`src/rtl/core/rpi_div_pipe.sv`:
```
module rpi_div_pipe #(
  parameter int NUM_W = 8,
  parameter int DEN_W = 4,
  parameter int QUO_W = 4
) (
  input  logic             clk,
  input  logic             en,
  input  logic [NUM_W-1:0] num,
  input  logic [DEN_W-1:0] den,
  output logic [QUO_W-1:0] quo
);

  // restoring division, one quotient bit per stage, MSB first
  logic [NUM_W-1:0] rem_r [QUO_W];
  logic [NUM_W-1:0] dvs_r [QUO_W];
  logic [QUO_W-1:0] q_r   [QUO_W];

  for (genvar i = 0; i < QUO_W; i++) begin : g_stage
    logic [NUM_W-1:0] rem_in;
    logic [NUM_W-1:0] dvs_in;
    logic [NUM_W-1:0] sh;
    logic [QUO_W-1:0] q_in;
    logic             ge;

    if (i == 0) begin : g_first
      assign rem_in = num;
      assign dvs_in = NUM_W'(den);
      assign q_in   = '0;
    end else begin : g_next
      assign rem_in = rem_r[i-1];
      assign dvs_in = dvs_r[i-1];
      assign q_in   = q_r[i-1];
    end

    assign sh = dvs_in << (QUO_W - 1 - i);
    assign ge = rem_in >= sh;

    always_ff @(posedge clk) begin
      if (en) begin
        rem_r[i] <= ge ? rem_in - sh : rem_in;
        dvs_r[i] <= dvs_in;
        q_r[i]   <= {q_in[QUO_W-2:0], ge};
      end
    end
  end

  assign quo = q_r[QUO_W-1];

endmodule

```
`config.mk`:
```
export PLATFORM = sky130hd
export DESIGN_NAME = rpi_div_pipe
export DESIGN_NICKNAME = d
export VERILOG_FILES = /design/src/rtl/core/rpi_div_pipe.sv
export SDC_FILE = /design/constraint.sdc
export NUM_CORES = 1
export LEC_CHECK = 0
export BUFFER_PORTS_ARGS = -buffer_cell sky130_fd_sc_hd__clkbuf_2
export CAP_MARGIN = 20
export CELL_PAD_IN_SITES_DETAIL_PLACEMENT = 1
export CELL_PAD_IN_SITES_GLOBAL_PLACEMENT = 2
export CORE_UTILIZATION = 30
export CTS_CLUSTER_DIAMETER = 150
export DETAILED_ROUTE_END_ITERATION = 8
export MAX_ROUTING_LAYER = met4
export PLACE_DENSITY = 0.69
export REMOVE_ABC_BUFFERS = 1
export SLEW_MARGIN = 20
export SYNTH_ARGS = -nofsm -noshare
export SYNTH_HDL_FRONTEND = slang
export SYNTH_SLANG_ARGS = --single-unit
```
`constraint.sdc`:
```
create_clock -name clk -period 2.3 [get_ports clk]
set_clock_uncertainty 0.2 [all_clocks]
set_input_delay 0.345 -clock clk [delete_from_list [all_inputs] [get_ports clk]]
set_output_delay 0.345 -clock clk [all_outputs]
set_load 0.05 [all_outputs]
```
## Yosys cells after proc, flatten, opt, wreduce, memory -nomap -nowiden

Memories as Yosys holds them, arrays and structs flattened.
Index checks and enable logic that the tools add are counted.

| cells by class | value |
|---|---|
| $add $sub $neg | 4 |
| multiply operators | 0 |
| divide/modulo/power cells | 0 |
| $lt $le $gt $ge | 4 |
| equal/unequal tests | 0 |
| shift-type cells | 0 |
| mux-type cells | 6 |
| bitwise logic cells | 0 |
| reduce and logical (&&, ||, !) cells | 0 |

Operators with widths:

| kind | number |
|---|---|
| 8-bit two-way mux | 4 |
| 8-bit greater-or-equal comparator | 3 |
| 8-bit subtractor | 3 |
| 8-bit by 7-bit greater-or-equal comparator with 1-bit output | 1 |
| 8-bit by 7-bit subtractor with 8-bit output | 1 |
| 1-bit two-way mux | 2 |

| storage, ports and cells | value |
|---|---|
| flip-flop bits (word level) | 0 |
| bits in latches | 0 |
| RAM bits | 80 |
| memory bits (read-only) | 0 |
| word-level logic and storage cells | 17 |
| memories | 3 |

Memories:

| name | words | width | rd ports | clocked after Yosys merged registers in | write ports | line | text |
|---|---|---|---|---|---|---|---|
| dvs_r | 4 | 8 | 3 | 0 | 4 | 15 | `logic [NUM_W-1:0] dvs_r [QUO_W];` |
| rem_r | 4 | 8 | 3 | 0 | 4 | 14 | `logic [NUM_W-1:0] rem_r [QUO_W];` |
| q_r | 4 | 4 | 4 | 0 | 4 | 16 | `logic [QUO_W-1:0] q_r [QUO_W];` |

## Longest topological paths before layout

An unclocked memory read counts as a cell.

| depth | value |
|---|---|
| word-level depth | 3 |
| mapped depth | 8 |
| depth with buffers taken out | 8 |

## Least setup slack after synthesis

No wires, ideal clock.

| timing path | value |
|---|---|
| path type | reg-to-reg |
| start | mem rem_r[0][2] |
| end | mem rem_r[1][3], data pin |
| arrival | 1866 ps |
| slack | -25 ps |
| stages on the path, launching flop included | 9 |
| buffers on the path | 0 |
| clock period less this slack | 2325 ps |
| cells stage by stage | edfxtp_1 inv_1 ha_1 inv_1 fa_1 a21o_1 a211oi_2 nand2_1 mux2_2 |

RTL lines:

| element | line |
|---|---|
| start, declared | 14 |

==> flow_metrics.tcl <==
set metrics [dict create \
    outcome "finished, violations left" \
    failed_checks "setup timing" \
    end_kind "register" \
    hold_viol_final 0 \
    start_util 0.312 \
    hp-class "in2reg" \
    wirelength_um 3980 \
    insertion_delay_ns 0.29 \
    peakVddDrop_uv 334 \
    path_clk_slew_ns 0.09 \
    cts_htree_levels 2 \
    cts_tree "yes" \
    min_period_over_period 1.03 \
    postSynthAreaPerCell_um2 14.4 \
    syn-cell-area_um2 2290 \
    fin_util 0.396 \
    routed_via_density 4.50 \
    async_flop_share 0 \
    finalSetupViolations 4 \
    setup_tns_ns -0.240 \
    worstSetupPathType "reg2reg" \
    io_pins 18 \
    routedWlPerCell_um 12.8 \
    num_vias 1403 \
    area_growth_pct 26.8 \
    synthFlopType "edfxtp_1" \
    synth_common_cells "edfxtp_1, inv_1, ha_1" \
    ys_seq_elements 46 \
    coreArea_um2 7330 \
    grt_usage 0.115 \
    max_slew.worst_pin.slew_ns 0.328 \
    slew_headroom 0.779 \
    synth_area_leaders "edfxtp_1, ha_1, mux2_2, inv_1, fa_1" \
    timing.final.crit_period_ns 2.38 \
    cts-root-buf "clkbuf_8" \
    synthesis.instances 159 \
    hpwl_um 2940 \
    hold_path_depth 1 \
    core.rowCount 31 \
    globalplace.congestion 0.701 \
    nNetsFinal 245 \
    max_stage_delay_ns 0.38 \
    port_buffers 17 \
    initialDrtViolationCount 58 \
    crit_required_ns 2.15 \
    whs_endpoint "dvs_r[0][3]" \
    p_leak_uw 0.00119 \
    drive_gt1_frac 0.371 \
    grt_pass1_vias 1389 \
    synth.most_common_cell "edfxtp_1" \
    hp-start "den[3]" \
    yosysSeqAreaShare 0.603 \
    crit_top_cell "inv_2" \
    grt_max_degree 47 \
    cts.sinks 46 \
    crit_chain "inv_2, ha_4, inv_2, fa_2, a21o_1, a211oi_4, nand2_2, mux2_4" \
    synth_top_area_share 0.603 \
    drtAntennaViolNets 0 \
    worst-endpoint-arrival_ns 2.23 \
    yosysWarnings 0 \
    overflow 0 \
    max_freq_ghz 0.421 \
    rrSetupSlack_ns -0.08 \
    die-width_um 89.4 \
    critical_path.slowest_cell "edfxtp_1" \
    finalPower_uw 2290 \
    cts_made_buffers 5 \
    maxSlewViolCount 0 \
    synth_area_leader_cell "edfxtp_1" \
    maxCapViolations 0 \
    antenna_found_initial 0 \
    drc_errors 0 \
    rsz0062_at_grt "true" \
    r2r_cells 8 \
    antennaDiodeCount 0 \
    synth_edf_count 46 \
    die_h_um 89.4 \
    cp-start-kind "register" \
    synth.distinct_cells 40 \
    clockBufferDepth 2 \
    dr.pass1.iters 3 \
    setup_slack_ns -0.0776 \
    rr_startpoint "rem_r[0][2]" \
    power.density_nw_per_um2 789 \
    grt_pass1_wl_um 6430 \
    dieArea_um2 7990 \
    path_max_fanout 4 \
    r2r_end "rem_r[1][4]" \
]
## worst max-delay path by stage
| stage | from | to |
|---|---|---|
| floorplan | rem_r[0][2] | rem_r[1][3] |
| global placement | rem_r[0][2] | rem_r[1][2] |
| detailed placement | rem_r[0][2] | rem_r[1][2] |
| CTS | rem_r[0][2] | rem_r[1][4] |
| global route | rem_r[0][2] | rem_r[1][4] |
| finish | rem_r[0][2] | rem_r[1][4] |
## state kept, by name, indices dropped and copies added, names as in the netlist
register	flops
q_r	10
rem_r	24
dvs_r	12
## per-layer routing
metal  track usage  vias to the layer above  routed length, um
li1              -                      696                  -
met1         0.117                      677               1710
met2         0.211                       23               2070
met3        0.0305                        7                129
met4        0.0433                        0                 68
met5             -                        -                  0
## cells in the final DEF (no fill, tap or decap), types with 2 or more instances in the layout
cell	Yosys	final
inv_2	0	2
nor3_1	2	2
mux2_4	0	2
edfxtp_1	46	46
a21oi_1	5	5
buf_4	0	28
mux2_2	9	7
a2111oi_4	1	2
a21o_1	6	6
o31a_1	2	2
nand2_1	4	3
mux2i_1	4	4
xor2_1	5	5
fa_2	0	2
inv_1	25	23
clkbuf_8	0	5
a21oi_2	2	2
clkbuf_2	0	17
o21ai_0	3	2
ha_1	16	14
nor2_1	2	2
## through the flow
stage	instances	worst slack [ns]	instance area, um^2	hold slack, ns
finish	312	-0.0776	2900	0.0381
floorplan	159	-0.0254	2290	0.200
global placement	296	-0.222	2670	0.201
CTS	309	-0.0501	2860	0.0300
detailed placement	296	-0.211	2670	0.206
global route	312	-0.175	2900	0.0356
## power by group
part           internal, uW  switching [uW]
Sequential             1060            51.4
Clock                   326             273
Combinational           297             284
## worst max-delay path: cells and delay by family, from the launching register on
kind / cells / cell delay (ns)
AO/OA/AOI/OAI: 2 / 0.48
adder cells (fa/ha/maj): 2 / 0.48
buffers and inverters: 2 / 0.12
flip-flops: 1 / 0.38
multiplexers: 1 / 0.31
AND/OR/NAND/NOR: 1 / 0.15
## kinds of logic after synthesis
kind of cell,after synthesis,synth area share
buffers and inverters,25,0.0410
muxes,13,0.0618
xor gates and xnor gates,6,0.0230
DFF,46,0.603
and+or+nand+nor,19,0.0476
adders and majority gates,19,0.114
AOI/OAI and AO/OA,31,0.110
## final cells by class
type                            count  area [um^2]
Clock buffer                        5         68.8
Timing Repair Buffer               46          315
Tap cell                           99          124
Clock inverter                      3         43.8
Multi-Input combinational cell     88          877
Inverter                           25         93.8
Sequential cell                    46         1380
Fill cell                         785         4430
## repair_timing
item	in CTS	in global routing
gates resized for setup	11	5
pin swaps	2	4
hold buffers	0	0
setup endpoints to repair	7	10
buffers inserted	5	5
(Power assumes the default switching activity.)
